--- src/design/dps_pkg.sv ---
// ----------------------------------------------------------------------------
// dps_pkg: shared types and constants for the drum pattern step sequencer
// Holds the event codes, pattern and voice codes, tempo limits, the control
// state type and the small pattern table functions.
// ----------------------------------------------------------------------------
`default_nettype none

package dps_pkg;

    // Field widths fixed by the interface.
    localparam int unsigned FUNC_W   = 3;
    localparam int unsigned SAMPLE_W = 16;
    localparam int unsigned DELTA_W  = 10;
    localparam int unsigned TEMPO_W  = 9;
    localparam int unsigned DEN_W    = 10;

    // Tempo limits and the tempo after reset, in beats per minute.
    localparam int unsigned BPM_MIN   = 20;
    localparam int unsigned BPM_MAX   = 300;
    localparam int unsigned BPM_RESET = 120;
    localparam int unsigned SEC_PER_MIN = 60;

    // Event codes.
    localparam logic [FUNC_W-1:0] FN_ADVANCE      = 3'd0;
    localparam logic [FUNC_W-1:0] FN_CYCLE_BEAT   = 3'd1;
    localparam logic [FUNC_W-1:0] FN_TOGGLE_SEQ   = 3'd2;
    localparam logic [FUNC_W-1:0] FN_TOGGLE_PAUSE = 3'd3;
    localparam logic [FUNC_W-1:0] FN_STOP         = 3'd4;
    localparam logic [FUNC_W-1:0] FN_ADJUST_TEMPO = 3'd5;

    // Beat pattern codes.
    localparam logic [1:0] PAT_44 = 2'd0;
    localparam logic [1:0] PAT_34 = 2'd1;
    localparam logic [1:0] PAT_68 = 2'd2;
    localparam logic [1:0] PAT_24 = 2'd3;

    // Drum voice codes.
    localparam logic [1:0] V_KICK  = 2'd0;
    localparam logic [1:0] V_SNARE = 2'd1;
    localparam logic [1:0] V_HIHAT = 2'd2;
    localparam logic [1:0] V_CLICK = 2'd3;

    // Control sequencer states.
    typedef enum logic [1:0] {
        ST_IDLE,
        ST_EXEC,
        ST_DIV,
        ST_PUSH
    } t_state;

    // Status of the shared divider.
    typedef struct packed {
        logic busy;
        logic done;
    } t_div_stat;

    // Number of steps in the pattern that is playing.
    function automatic logic [2:0] pattern_len(input logic seq, input logic [1:0] pat);
        logic [2:0] len;
        if (seq) begin
            len = 3'd4;
        end else begin
            case (pat)
                PAT_44:  len = 3'd4;
                PAT_34:  len = 3'd3;
                PAT_68:  len = 3'd6;
                PAT_24:  len = 3'd2;
                default: len = 3'd4;
            endcase
        end
        return len;
    endfunction

    // Step position folded into the pattern length.
    function automatic logic [2:0] wrap_pos(input logic [2:0] pos, input logic [2:0] len);
        logic [2:0] p;
        case (len)
            3'd2: p = {2'b00, pos[0]};
            3'd4: p = {1'b0, pos[1:0]};
            3'd3: begin
                if (pos >= 3'd6) begin
                    p = pos - 3'd6;
                end else if (pos >= 3'd3) begin
                    p = pos - 3'd3;
                end else begin
                    p = pos;
                end
            end
            default: p = (pos >= 3'd6) ? pos - 3'd6 : pos;
        endcase
        return p;
    endfunction

    // Voice at a step of the pattern that is playing.
    function automatic logic [1:0] pattern_voice(input logic seq, input logic [1:0] pat,
                                                 input logic [2:0] p);
        logic [1:0] v;
        v = V_KICK;
        if (seq) begin
            case (p)
                3'd0:    v = V_KICK;
                3'd1:    v = V_SNARE;
                3'd2:    v = V_HIHAT;
                default: v = V_CLICK;
            endcase
        end else begin
            case (pat)
                PAT_44: begin
                    case (p)
                        3'd0:    v = V_KICK;
                        3'd2:    v = V_SNARE;
                        default: v = V_HIHAT;
                    endcase
                end
                PAT_34: begin
                    case (p)
                        3'd0:    v = V_KICK;
                        3'd1:    v = V_HIHAT;
                        default: v = V_SNARE;
                    endcase
                end
                PAT_68: begin
                    case (p)
                        3'd0:    v = V_KICK;
                        3'd3:    v = V_SNARE;
                        default: v = V_HIHAT;
                    endcase
                end
                default: begin
                    v = (p == 3'd0) ? V_KICK : V_SNARE;
                end
            endcase
        end
        return v;
    endfunction

endpackage

`default_nettype wire

--- src/design/dps_div.sv ---
// ----------------------------------------------------------------------------
// dps_div: shared restoring divider
// Divides an unsigned numerator by an unsigned denominator, one quotient bit
// per cycle, and gives the quotient and the remainder.
// ----------------------------------------------------------------------------
`default_nettype none

module dps_div
    import dps_pkg::*;
#(
    parameter int unsigned NUM_W = 22
) (
    input  wire logic             i_clk,
    input  wire logic             i_rst_n,
    input  wire logic             i_start,
    input  wire logic [NUM_W-1:0] i_num,
    input  wire logic [DEN_W-1:0] i_den,
    output t_div_stat             o_stat,
    output logic      [NUM_W-1:0] o_quo,
    output logic      [DEN_W-1:0] o_rem
);

    localparam int unsigned CNT_W = $clog2(NUM_W + 1);

    logic [CNT_W-1:0] r_cnt;
    logic             r_done;
    logic [NUM_W-1:0] r_quo;
    logic [DEN_W-1:0] r_rem;
    logic [DEN_W-1:0] r_den;

    logic [DEN_W:0]   w_shift;
    logic [DEN_W:0]   w_diff;
    logic             w_fits;

    // Trial subtraction of the denominator from the shifted partial remainder.
    always_comb begin
        w_shift = {r_rem, r_quo[NUM_W-1]};
        w_fits  = (w_shift >= {1'b0, r_den});
        w_diff  = w_shift - {1'b0, r_den};
    end

    // Step counter and done pulse.
    always_ff @(posedge i_clk) begin
        if (!i_rst_n) begin
            r_cnt  <= '0;
            r_done <= 1'b0;
        end else if (i_start) begin
            r_cnt  <= CNT_W'(NUM_W);
            r_done <= 1'b0;
        end else begin
            r_done <= (r_cnt == CNT_W'(1));
            if (r_cnt != '0) begin
                r_cnt <= r_cnt - CNT_W'(1);
            end
        end
    end

    // Quotient shifts in from the right while the numerator shifts out.
    always_ff @(posedge i_clk) begin
        if (i_start) begin
            r_quo <= i_num;
            r_rem <= '0;
            r_den <= i_den;
        end else if (r_cnt != '0) begin
            r_quo <= {r_quo[NUM_W-2:0], w_fits};
            r_rem <= w_fits ? w_diff[DEN_W-1:0] : w_shift[DEN_W-1:0];
        end
    end

    assign o_stat.busy = (r_cnt != '0);
    assign o_stat.done = r_done;
    assign o_quo       = r_quo;
    assign o_rem       = r_rem;

endmodule

`default_nettype wire

--- src/design/drum_pattern_step_sequencer.sv ---
// ----------------------------------------------------------------------------
// drum_pattern_step_sequencer: metronome and drum step sequencer
// Takes one event word at a time (advance, pattern cycle, mode toggles,
// stop, tempo change) and returns one status word per event, with a drum
// voice when an advance runs out the current step.
//
//   Channel  Valid        Stall        Payload
//   input    i_in_valid   o_in_stall   i_func, i_sample_count, i_delta_bpm
//   output   o_out_valid  i_out_stall  o_voice_valid, o_voice, o_pattern_now,
//                                      o_is_paused, o_is_active,
//                                      o_is_sequential, o_tempo_now
//
// An event that does not reload the step passes from ST_EXEC to ST_PUSH and
// is loaded into the output register from ST_PUSH; the input is free again
// once its word is loaded. An advance that ends a step reloads it through the
// shared bit-serial divider in ST_DIV before its word is loaded in ST_PUSH.
// One event is in work at a time; the input stalls until its word is loaded.
// Reset is synchronous and active low; it gives 120 BPM, four-four, stopped.
// A stalled output word holds, and the block waits with its next word.
// ----------------------------------------------------------------------------
`default_nettype none

module drum_pattern_step_sequencer
    import dps_pkg::*;
#(
    parameter int unsigned SAMPLE_RATE = 48000
) (
    input  wire logic                       i_clk,
    input  wire logic                       i_rst_n,
    input  wire logic                       i_in_valid,
    output logic                            o_in_stall,
    input  wire logic        [FUNC_W-1:0]   i_func,
    input  wire logic        [SAMPLE_W-1:0] i_sample_count,
    input  wire logic signed [DELTA_W-1:0]  i_delta_bpm,
    output logic                            o_out_valid,
    input  wire logic                       i_out_stall,
    output logic                            o_voice_valid,
    output logic             [1:0]          o_voice,
    output logic             [1:0]          o_pattern_now,
    output logic                            o_is_paused,
    output logic                            o_is_active,
    output logic                            o_is_sequential,
    output logic             [TEMPO_W-1:0]  o_tempo_now
);

    // Numerator is one minute of frames plus the carried remainder.
    localparam int unsigned NUM_BASE = SAMPLE_RATE * SEC_PER_MIN;
    localparam int unsigned NUM_MAX  = NUM_BASE + 2 * BPM_MAX - 1;
    localparam int unsigned NUM_W    = $clog2(NUM_MAX + 1);
    localparam int unsigned FL_W     = $clog2(NUM_MAX / BPM_MIN + 1);
    localparam int unsigned CMP_W    = (FL_W > SAMPLE_W) ? FL_W : SAMPLE_W;

    t_state                     r_state, n_state;
    logic                       r_beat_on, n_beat_on;
    logic                       r_seq_on, n_seq_on;
    logic                       r_pause, n_pause;
    logic [1:0]                 r_pattern, n_pattern;
    logic [2:0]                 r_step_pos, n_step_pos;
    logic [TEMPO_W-1:0]         r_tempo, n_tempo;
    logic [FL_W-1:0]            r_frames, n_frames;
    logic [DEN_W-1:0]           r_carry, n_carry;
    logic                       r_hit, n_hit;
    logic [1:0]                 r_voice, n_voice;

    logic [FUNC_W-1:0]          r_func;
    logic [SAMPLE_W-1:0]        r_samples;
    logic [DELTA_W-1:0]         r_delta;

    logic                       r_out_valid;
    logic                       r_o_hit;
    logic [1:0]                 r_o_voice;
    logic [1:0]                 r_o_pattern;
    logic                       r_o_pause;
    logic                       r_o_active;
    logic                       r_o_seq;
    logic [TEMPO_W-1:0]         r_o_tempo;

    logic                       w_accept;
    logic                       w_active;
    logic                       w_out_free;
    logic [2:0]                 w_len;
    logic [2:0]                 w_pos;
    logic                       w_div_start;
    logic [NUM_W-1:0]           w_num;
    logic [DEN_W-1:0]           w_den;
    logic signed [TEMPO_W+2:0]  w_tsum;
    t_div_stat                  w_div_stat;
    logic [NUM_W-1:0]           w_quo;
    logic [DEN_W-1:0]           w_rem;
    logic [FL_W-1:0]            w_q_frames;

    assign w_accept   = i_in_valid && !o_in_stall;
    assign w_active   = r_beat_on || r_seq_on;
    assign w_out_free = !r_out_valid || !i_out_stall;
    assign o_in_stall = (r_state != ST_IDLE);

    // Pattern position, step length divisor and numerator, and the tempo sum.
    always_comb begin
        w_len  = pattern_len(r_seq_on, r_pattern);
        w_pos  = wrap_pos(r_step_pos, w_len);
        w_num  = NUM_W'(NUM_BASE) + NUM_W'(r_carry);
        w_den  = (!r_seq_on && (r_pattern == PAT_68)) ? {r_tempo, 1'b0}
                                                      : DEN_W'(r_tempo);
        w_tsum = signed'({3'b000, r_tempo})
               + {{(TEMPO_W + 3 - DELTA_W){r_delta[DELTA_W-1]}}, r_delta};
        w_q_frames = w_quo[FL_W-1:0];
    end

    // Shared divider for the step length reload.
    dps_div #(
        .NUM_W (NUM_W)
    ) u_div (
        .i_clk   (i_clk),
        .i_rst_n (i_rst_n),
        .i_start (w_div_start),
        .i_num   (w_num),
        .i_den   (w_den),
        .o_stat  (w_div_stat),
        .o_quo   (w_quo),
        .o_rem   (w_rem)
    );

    // Sequencer: next state and the event's effect on the mode state.
    always_comb begin
        n_state     = r_state;
        n_beat_on   = r_beat_on;
        n_seq_on    = r_seq_on;
        n_pause     = r_pause;
        n_pattern   = r_pattern;
        n_step_pos  = r_step_pos;
        n_tempo     = r_tempo;
        n_frames    = r_frames;
        n_carry     = r_carry;
        n_hit       = r_hit;
        n_voice     = r_voice;
        w_div_start = 1'b0;
        case (r_state)
            ST_IDLE: begin
                if (w_accept) begin
                    n_state = ST_EXEC;
                end
            end
            ST_EXEC: begin
                n_hit   = 1'b0;
                n_voice = V_KICK;
                n_state = ST_PUSH;
                case (r_func)
                    FN_ADVANCE: begin
                        if (w_active && !r_pause) begin
                            if (CMP_W'(r_frames) > CMP_W'(r_samples)) begin
                                n_frames = r_frames - FL_W'(r_samples);
                            end else begin
                                n_hit       = 1'b1;
                                n_voice     = pattern_voice(r_seq_on, r_pattern, w_pos);
                                n_step_pos  = (w_pos + 3'd1 == w_len) ? 3'd0 : w_pos + 3'd1;
                                w_div_start = 1'b1;
                                n_state     = ST_DIV;
                            end
                        end
                    end
                    FN_CYCLE_BEAT: begin
                        n_beat_on  = 1'b1;
                        n_pause    = 1'b0;
                        n_step_pos = 3'd0;
                        if (w_active) begin
                            n_pattern = r_pattern + 2'd1;
                        end else begin
                            n_frames = '0;
                            n_carry  = '0;
                        end
                    end
                    FN_TOGGLE_SEQ: begin
                        n_seq_on   = !r_seq_on;
                        n_pause    = 1'b0;
                        n_step_pos = 3'd0;
                        if (!w_active && !r_seq_on) begin
                            n_frames = '0;
                            n_carry  = '0;
                        end
                    end
                    FN_TOGGLE_PAUSE: begin
                        if (w_active) begin
                            n_pause = !r_pause;
                        end
                    end
                    FN_STOP: begin
                        n_beat_on  = 1'b0;
                        n_seq_on   = 1'b0;
                        n_pause    = 1'b0;
                        n_step_pos = 3'd0;
                        n_frames   = '0;
                        n_carry    = '0;
                    end
                    FN_ADJUST_TEMPO: begin
                        if (w_tsum < signed'((TEMPO_W + 3)'(BPM_MIN))) begin
                            n_tempo = TEMPO_W'(BPM_MIN);
                        end else if (w_tsum > signed'((TEMPO_W + 3)'(BPM_MAX))) begin
                            n_tempo = TEMPO_W'(BPM_MAX);
                        end else begin
                            n_tempo = w_tsum[TEMPO_W-1:0];
                        end
                    end
                    default: begin
                        n_state = ST_PUSH;
                    end
                endcase
            end
            ST_DIV: begin
                if (w_div_stat.done) begin
                    n_frames = (w_q_frames == '0) ? FL_W'(1) : w_q_frames;
                    n_carry  = w_rem;
                    n_state  = ST_PUSH;
                end
            end
            ST_PUSH: begin
                if (w_out_free) begin
                    n_state = ST_IDLE;
                end
            end
            default: begin
                n_state = ST_IDLE;
            end
        endcase
    end

    // Control and mode state.
    always_ff @(posedge i_clk) begin
        if (!i_rst_n) begin
            r_state    <= ST_IDLE;
            r_beat_on  <= 1'b0;
            r_seq_on   <= 1'b0;
            r_pause    <= 1'b0;
            r_pattern  <= PAT_44;
            r_step_pos <= 3'd0;
            r_tempo    <= TEMPO_W'(BPM_RESET);
            r_frames   <= '0;
            r_carry    <= '0;
        end else begin
            r_state    <= n_state;
            r_beat_on  <= n_beat_on;
            r_seq_on   <= n_seq_on;
            r_pause    <= n_pause;
            r_pattern  <= n_pattern;
            r_step_pos <= n_step_pos;
            r_tempo    <= n_tempo;
            r_frames   <= n_frames;
            r_carry    <= n_carry;
        end
    end

    // Captured input word and the hit of the event in work.
    always_ff @(posedge i_clk) begin
        r_hit   <= n_hit;
        r_voice <= n_voice;
        if (w_accept) begin
            r_func    <= i_func;
            r_samples <= i_sample_count;
            r_delta   <= i_delta_bpm;
        end
    end

    // Output register: loaded with the status after the event.
    always_ff @(posedge i_clk) begin
        if (!i_rst_n) begin
            r_out_valid <= 1'b0;
        end else if ((r_state == ST_PUSH) && w_out_free) begin
            r_out_valid <= 1'b1;
        end else if (!i_out_stall) begin
            r_out_valid <= 1'b0;
        end
    end

    always_ff @(posedge i_clk) begin
        if ((r_state == ST_PUSH) && w_out_free) begin
            r_o_hit     <= r_hit;
            r_o_voice   <= r_voice;
            r_o_pattern <= r_pattern;
            r_o_pause   <= r_pause;
            r_o_active  <= w_active;
            r_o_seq     <= r_seq_on;
            r_o_tempo   <= r_tempo;
        end
    end

    assign o_out_valid     = r_out_valid;
    assign o_voice_valid   = r_o_hit;
    assign o_voice         = r_o_voice;
    assign o_pattern_now   = r_o_pattern;
    assign o_is_paused     = r_o_pause;
    assign o_is_active     = r_o_active;
    assign o_is_sequential = r_o_seq;
    assign o_tempo_now     = r_o_tempo;

    // Tempo never leaves its clamp range.
    a_tempo_range: assert property (@(posedge i_clk) disable iff (!i_rst_n)
        (r_tempo >= TEMPO_W'(BPM_MIN)) && (r_tempo <= TEMPO_W'(BPM_MAX)))
        else $error("tempo outside its range");

    // The pause flag is only set while a mode is running.
    a_pause_active: assert property (@(posedge i_clk) disable iff (!i_rst_n)
        r_pause |-> (r_beat_on || r_seq_on))
        else $error("paused while stopped");

    // The step position stays inside the playing pattern.
    a_step_pos: assert property (@(posedge i_clk) disable iff (!i_rst_n)
        r_step_pos < w_len)
        else $error("step position beyond pattern length");

    // The divider only runs while the sequencer waits for it.
    a_div_owner: assert property (@(posedge i_clk) disable iff (!i_rst_n)
        w_div_stat.busy |-> (r_state == ST_DIV))
        else $error("divider busy outside the reload state");

endmodule

`default_nettype wire
--- config.mk ---
export PLATFORM = sky130hd
export DESIGN_NAME = drum_pattern_step_sequencer
export DESIGN_NICKNAME = d
export VERILOG_FILES = /design/src/design/dps_pkg.sv /design/src/design/dps_div.sv /design/src/design/drum_pattern_step_sequencer.sv
export SDC_FILE = /design/constraint.sdc
export NUM_CORES = 1
export LEC_CHECK = 0
export BUFFER_PORTS_ARGS = -buffer_cell sky130_fd_sc_hd__buf_2
export CORE_UTILIZATION = 28
export CTS_CLUSTER_DIAMETER = 60
export CTS_CLUSTER_SIZE = 20
export DETAILED_ROUTE_END_ITERATION = 10
export GPL_TIMING_DRIVEN = 0
export PLACE_DENSITY = 0.42
export SLEW_MARGIN = 20
export SYNTH_ARGS = -nofsm -noshare
export SYNTH_HDL_FRONTEND = slang
export SYNTH_HIERARCHICAL = 1
export SYNTH_SLANG_ARGS = --single-unit
export TNS_END_PERCENT = 50
--- constraint.sdc ---
create_clock -name i_clk -period 4.3 [get_ports i_clk]
set_input_delay 0.86 -clock i_clk [delete_from_list [all_inputs] [get_ports i_clk]]
set_output_delay 0.86 -clock i_clk [all_outputs]
set_load 0.02 [all_outputs]
# ---- Word-level counts from Yosys, hierarchy flattened
# Index checks and enable logic that the tools add are counted.
dict set report op_classes {
  addsub 9
  n_lt_le_gt_ge 6
  eq_ne 32
  mux 55
  bitwise_logic 3
  reduce_logical 38
}
# op n
set ops {}
lappend ops {{$mux W18} 6}
lappend ops {{$pmux W18 S4} 1}
lappend ops {{$mux W22} 2}
lappend ops {{$mux W10} 4}
lappend ops {{$pmux W18 S2} 1}
lappend ops {{$pmux W10 S3} 1}
lappend ops {{$mux W9} 3}
lappend ops {{$add A22 B10 Y22 const A} 1}
lappend ops {{$mux W3} 7}
lappend ops {{$pmux W10 S2} 1}
lappend ops {{$eq A3 B2 Y1 const B} 6}
lappend ops {{$gt A18 B16 Y1} 1}
lappend ops {{$logic_not A18 Y1} 1}
lappend ops {{$sub A18 B16 Y18} 1}
lappend ops {{$reduce_bool A2 Y1} 7}
lappend ops {{$ne A3 B3 Y1 const B} 4}
lappend ops {{$pmux W2 S2} 3}
lappend ops {{$pmux W2 S3} 2}
lappend ops {{$pmux W3 S4} 1}
lappend ops {{$add A10 B10 Y11} 1}
lappend ops {{$ge A11 B10 Y1} 1}
lappend ops {{$gt A11 B10 Y1 const B} 1}
lappend ops {{$lt A11 B6 Y1 const B} 1}
lappend ops {{$mux W1} 11}
lappend ops {{other kinds (38)} 75}
dict set report word_totals {
  reg_bits 145
}

# ---- Depth between registers and ports, before layout
dict set report depth {
  depth_word 11
  ltp_mapped 17
  ltp_nobuf 17
}

# ---- Hierarchy
# The synthesis kept the hierarchy.
# mod n_inst cells_per_inst area_per_inst_um2 seq_area_each_um2
set modules_own_cells {}
lappend modules_own_cells {drum_pattern_step_sequencer 1 610 5850.6 2432.3}
lappend modules_own_cells {dps_div 1 219 2561.2 1281.2}

# ---- Worst setup path before layout
# Ideal clock, no wire load.
dict set report synth_path {
  kind {register -> register}
  start {register r_frames[0]}
  end {register u_div.r_quo[0], in the netlist u_div/o_quo[0] (enable)}
  setup_ns 0.352
  t_arrival_ns 3.356
  t_required_ns 3.948
  slack_ns 0.592
  path_stages_with_launch 14
  synth_period_minus_slack_ns 3.708
  cell_sequence {dfxtp_1 > inv_1 > ha_1 > inv_1 > fa_1 > a211oi_2 > o21ai_1 > a31oi_2 > nor2_1 > o21a_1 > nand2b_1 > nor2_1 > clkbuf_1 > or2_2}
}
dict set report synth_between {
  elab_chain_cells 6
}
# item line_no
set synth_rtl {}
lappend synth_rtl {{start, declared} drum_pattern_step_sequencer.sv:60} ;# logic [FL_W-1:0] r_frames, n_frames;
lappend synth_rtl {{start signal, assigned} drum_pattern_step_sequencer.sv:246} ;# r_frames <= n_frames;
lappend synth_rtl {{$gt A18 B16 Y1} drum_pattern_step_sequencer.sv:150} ;# if (CMP_W'(r_frames) > CMP_W'(r_samples)) begin
lappend synth_rtl {{$mux W1} drum_pattern_step_sequencer.sv:150}
lappend synth_rtl {{$mux W1} drum_pattern_step_sequencer.sv:149} ;# if (w_active && !r_pause) begin
lappend synth_rtl {{$mux W1} drum_pattern_step_sequencer.sv:147} ;# case (r_func)
lappend synth_rtl {{$mux W1} drum_pattern_step_sequencer.sv:137} ;# case (r_state)
lappend synth_rtl {{net w_div_start} drum_pattern_step_sequencer.sv:83} ;# logic w_div_start;
lappend synth_rtl {{$reduce_bool A2 Y1 (no line)} n/a}
lappend synth_rtl {{end signal, assigned} dps_div.sv:61} ;# r_quo <= i_num;
lappend synth_rtl {{end signal, assigned} dps_div.sv:65} ;# r_quo <= {r_quo[NUM_W-2:0], w_fits};
lappend synth_rtl {{end, declared} dps_div.sv:27} ;# logic [NUM_W-1:0] r_quo;
# The timed path passes the listed nets, and every way through them passes these cells.
# A chain may end at the register's enable or synchronous reset.

# ---- Final worst setup path
dict set report layout_path {
  start {register r_samples[0]}
  end {register u_div.r_quo[5], in the netlist u_div/o_quo[5] (enable)}
}
dict set report layout_between {
  elab_chain_cells 6
}
# item line_no
set layout_rtl {}
lappend layout_rtl {{start, declared} drum_pattern_step_sequencer.sv:66} ;# logic [SAMPLE_W-1:0] r_samples;
lappend layout_rtl {{start signal, assigned} drum_pattern_step_sequencer.sv:257} ;# r_samples <= i_sample_count;
lappend layout_rtl {{$gt A18 B16 Y1} drum_pattern_step_sequencer.sv:150}
lappend layout_rtl {{$mux W1} drum_pattern_step_sequencer.sv:150}
lappend layout_rtl {{$mux W1} drum_pattern_step_sequencer.sv:149}
lappend layout_rtl {{$mux W1} drum_pattern_step_sequencer.sv:147}
lappend layout_rtl {{$mux W1} drum_pattern_step_sequencer.sv:137}
lappend layout_rtl {{net w_div_start} drum_pattern_step_sequencer.sv:83}
lappend layout_rtl {{$reduce_bool A2 Y1 (no line)} n/a}
# The timed path passes the listed nets, and every way through them passes these cells.

==> impl_metrics.ini <==
[logic_synthesis]
synth-main-ff-cell = edfxtp_1
leading_cell_types_by_total_area_after_synthesis = edfxtp_1 29%, dfxtp_1 15%, ha_1 8.6%
synthesis.instances = 829
netlist_area_pre_place_um2 = 8412
ys_seq_area_share_pct = 44.15
yosysUniqueCellTypes = 82
synth_edf_count = 81
ys.warnings.count = 6
async_flop_share_pct = 0
yosysTopAreaCell = edfxtp_1
postSynthRegisterBits = 145
synth.top_cell.area_share_pct = 28.92
syn-mean-instance-area_um2 = 10.15

[timing]
slew_violations = 0
setup_violations = 0
finClkSkew_ps = 10.48
period_utilization_pct = 93.55
final_critical_path_setup_slack_ps = 277.4
worst_slew_pin_slew_ps = 792.7
max_freq_mhz = 248.6
period_needed_ps = 4023
relSlewSlack_pct = 47.15
hold-worst-slack_ps = 442.5
grt_setup_unrepaired = false
hold_viol_final = 0

[placement]
dp.cells = 1280
detailed_place.area_um2 = 9231
setup_slack_after_placement_ps = -351.5
io_buffer_count = 51
final_hpwl_from_detailed_placement_mm = 16.09
globalplace.congestion = 0.8085

[clocking]
tritoncts_num_sinks = 145
cts-buffers-inserted = 17
htree_num_levels = 4
cts_clock_pin_slew_for_the_worst_setup_and_hold_paths_ps = 60
cts_hold_buffers = 0
maximum_clock_path_buffer_count = 2
tritoncts_clock_tree = done
clk_latency_ps = 430
cts-root-buf = clkbuf_16

[critical_path]
cp_slowest_stage_delay_ps = 440
timing_worst_setup_path_type = flop to flop
worst_path_max_delay_cell = nor2_4
worst_setup_path_start_kind = flop
path_depth = 12
critPathCaptureType = flop
critical_path.max_fanout = 22
critical_path_buf_inv_count = 2
cp.arrival_ps = 4120
critPathRequiredTime_ps = 4400
crit_path_cell_trace = ha_1 -> inv_1 -> fa_1 -> a211oi_2 -> o21ai_1 -> a31oi_2 -> nor2_1 -> o21a_1 -> nand2b_1 -> nor2_4 -> clkbuf_2 -> or2_4
reg2regPathDepth = 12
top_cell_family_by_delay_on_the_critical_path = simple AND/OR/NAND/NOR gates

[layout]
fillers = 3102
finish.cell_count_without_fillers = 1312
fin_area_um2 = 9808
layout_cells_sized_above_1_pct = 16.92
diodes = 0
fin_nets = 1003
syn2layout_area_growth_pct = 16.60

[pwr]
power.ir.vdd_worst_v = 0.0002104
power_report.internal_total_w = 0.003933
leakage_nw = 3.923
part_of_the_power_in_registers_pct = 34.0
clock_power_share_pct = 22.0
comb_power_share_pct = 44.0
power.net_switching_w = 0.002674
power_density_nw_per_um2 = 673.7
switching_share_pct = 40.47

[routing]
vias = 6362
remaining_drc_errors = 0
drt_first_iter_violations = 369
via_per_inst = 4.849
first_pass_iters = 5
ant_nets = 0
postRouteWirelength_mm = 21.52
detail_route.wl_per_cell_um = 16.40

[min_path]
min-delay-path-class = flop to flop
hold_critical_path_depth = 0

[grt]
grt_antenna_before_repair = 0
grt_max_degree = 23
vias_in_the_first_global_route = 6144
global_route.usage.total_pct = 14.70
overflow = 0
grt_pass1_wl_mm = 34.58

[floorplanning]
die_h_um = 175.3
die_w_um = 175.3
floorplan.io_pins = 52
row_count = 63
coreArea_um2 = 29560
initial_core_util_pct = 28.46
dieArea_um2 = 30740

[run]
cap_viol_max_count = 0

[status]
run_status = finished clean
layout make-up:
cell class / instances / area, µm² / share of cell area [%]
Buffer: 32 / 178.9 / 1.824
Clock buffer: 18 / 450.4 / 4.592
Clock inverter: 14 / 116.4 / 1.186
Inverter: 60 / 225.2 / 2.296
Multi-Input combinational cell: 601 / 4353 / 44.38
Sequential cell: 145 / 3714 / 37.86
Tap cell: 390 / 488.0 / 4.975
Timing Repair Buffer: 52 / 282.8 / 2.883
path summary, 6_finish.rpt:
check | slack (ps) | to | from
worst max-delay path | 280 | u_div/o_quo[5] | r_samples[0]
worst max register to register | 280 | u_div/o_quo[5] | r_samples[0]
worst min register to register | 440 | o_voice[1] | r_voice[1]
worst min-delay path | 440 | o_voice[1] | r_voice[1]
stage by stage:
stage / util, % / setup TNS, ps / total power (W)
after floorplan: - / 0 / 0.004369
after global placement: 31.09 / -20980 / 0.005165
after detailed placement: 31.23 / -7738 / 0.005183
after CTS: 33.17 / 0 / 0.006679
after global routing: 33.18 / 0 / 0.007114
final: 33.18 / 0 / 0.006608
cell families after synthesis:
family / share of synthesized area (%)
AO/OA/AOI/OAI: 18.91
XOR/XNOR: 3.019
adder cells (fa/ha/maj): 9.341
buffers and inverters: 4.775
flip-flops: 44.15
multiplexers: 5.459
other: 0.08928
AND/OR/NAND/NOR: 14.26
Yosys cell counts, drive strengths merged (3+ instances only):
library cell	number
a211o	4
o311ai	5
or2	4
fa	3
xor2	13
nor3	23
ha	58
nand2	68
and3	6
mux2	31
inv	60
nor2b	19
buf	14
edfxtp	81
or4	3
xnor2	16
mux2i	11
o41ai	3
nand2b	5
o221ai	3
a211oi	9
clkbuf	18
o31ai	4
nor2	55
o211a	12
o22ai	3
a311oi	8
a21oi	38
o21ai	37
o211ai	7
and2	7
nand3	26
a31oi	6
or3	3
a21o	12
dfxtp	64
o21a	11
nor4	9
a22oi	8
o21bai	5
a21boi	14
nand4	5
a2111oi	3
o31a	7
placed cells by master (no fill, tap or decap), types with 5 or more instances in the layout:
cell and n:
edfxtp_1 81, a211oi_1 7, nor4_1 8, nor2b_1 19, inv_1 60, nor3_1 23
nand3_1 26, o21bai_1 5, conb_1 11, a22oi_1 8, clkbuf_1 15, o21ai_0 32
inv_6 7, a21oi_1 36, o211a_1 12, xor2_1 13, a21boi_0 13, and3_1 6
mux2_2 31, nor2_1 54, o21a_1 11, and2_1 6, clkbuf_16 18, nand2b_1 5
o311ai_0 5, buf_2 57, nand2_1 66, a21o_1 12, nand4_1 5, a311oi_1 8
mux2i_1 11, o31a_1 6, ha_1 58, xnor2_1 16, dfxtp_1 64, o211ai_1 7
repair_timing:
item,4_1_cts,5_1_grt
gates resized for setup,2,3
setup endpoints to repair,28,28
pin swaps,0,0
buffers inserted,0,0
gates cloned,0,0
power groups by stage:
| stage | clock [W] | sequential (W) | combinational (W) |
|---|---|---|---|
| after floorplan | 0 | 0.00215 | 0.00221 |
| after global placement | 0 | 0.00229 | 0.00288 |
| after detailed placement | 0 | 0.00228 | 0.00290 |
| after CTS | 0.00150 | 0.00225 | 0.00293 |
| after global routing | 0.00156 | 0.00230 | 0.00326 |
| final | 0.00145 | 0.00225 | 0.00291 |
routing by layer:
metal,vias up,GRT usage (%),part of all wire (%),wire length (µm)
li1,3205,-,-,-
met1,3051,21.21,51,11070
met2,95,22.35,45,9615
met3,11,2.922,3.0,641
met4,0,3.587,0.88,190
met5,-,0,0,0
state kept, by name, indices dropped and copies added (netlist names), 2 cells and up:
signal	count
u_div/r_cnt	5
u_div/o_quo	22
o_tempo_now	9
r_tempo	9
u_div/o_rem	10
u_div/r_den	10
r_func	3
r_pattern	2
r_voice	2
r_state	2
o_pattern_now	2
r_carry	10
r_samples	16
r_frames	18
o_voice	2
r_delta	10
r_step_pos	3
Note: power is estimated with default switching activity, not from simulation.
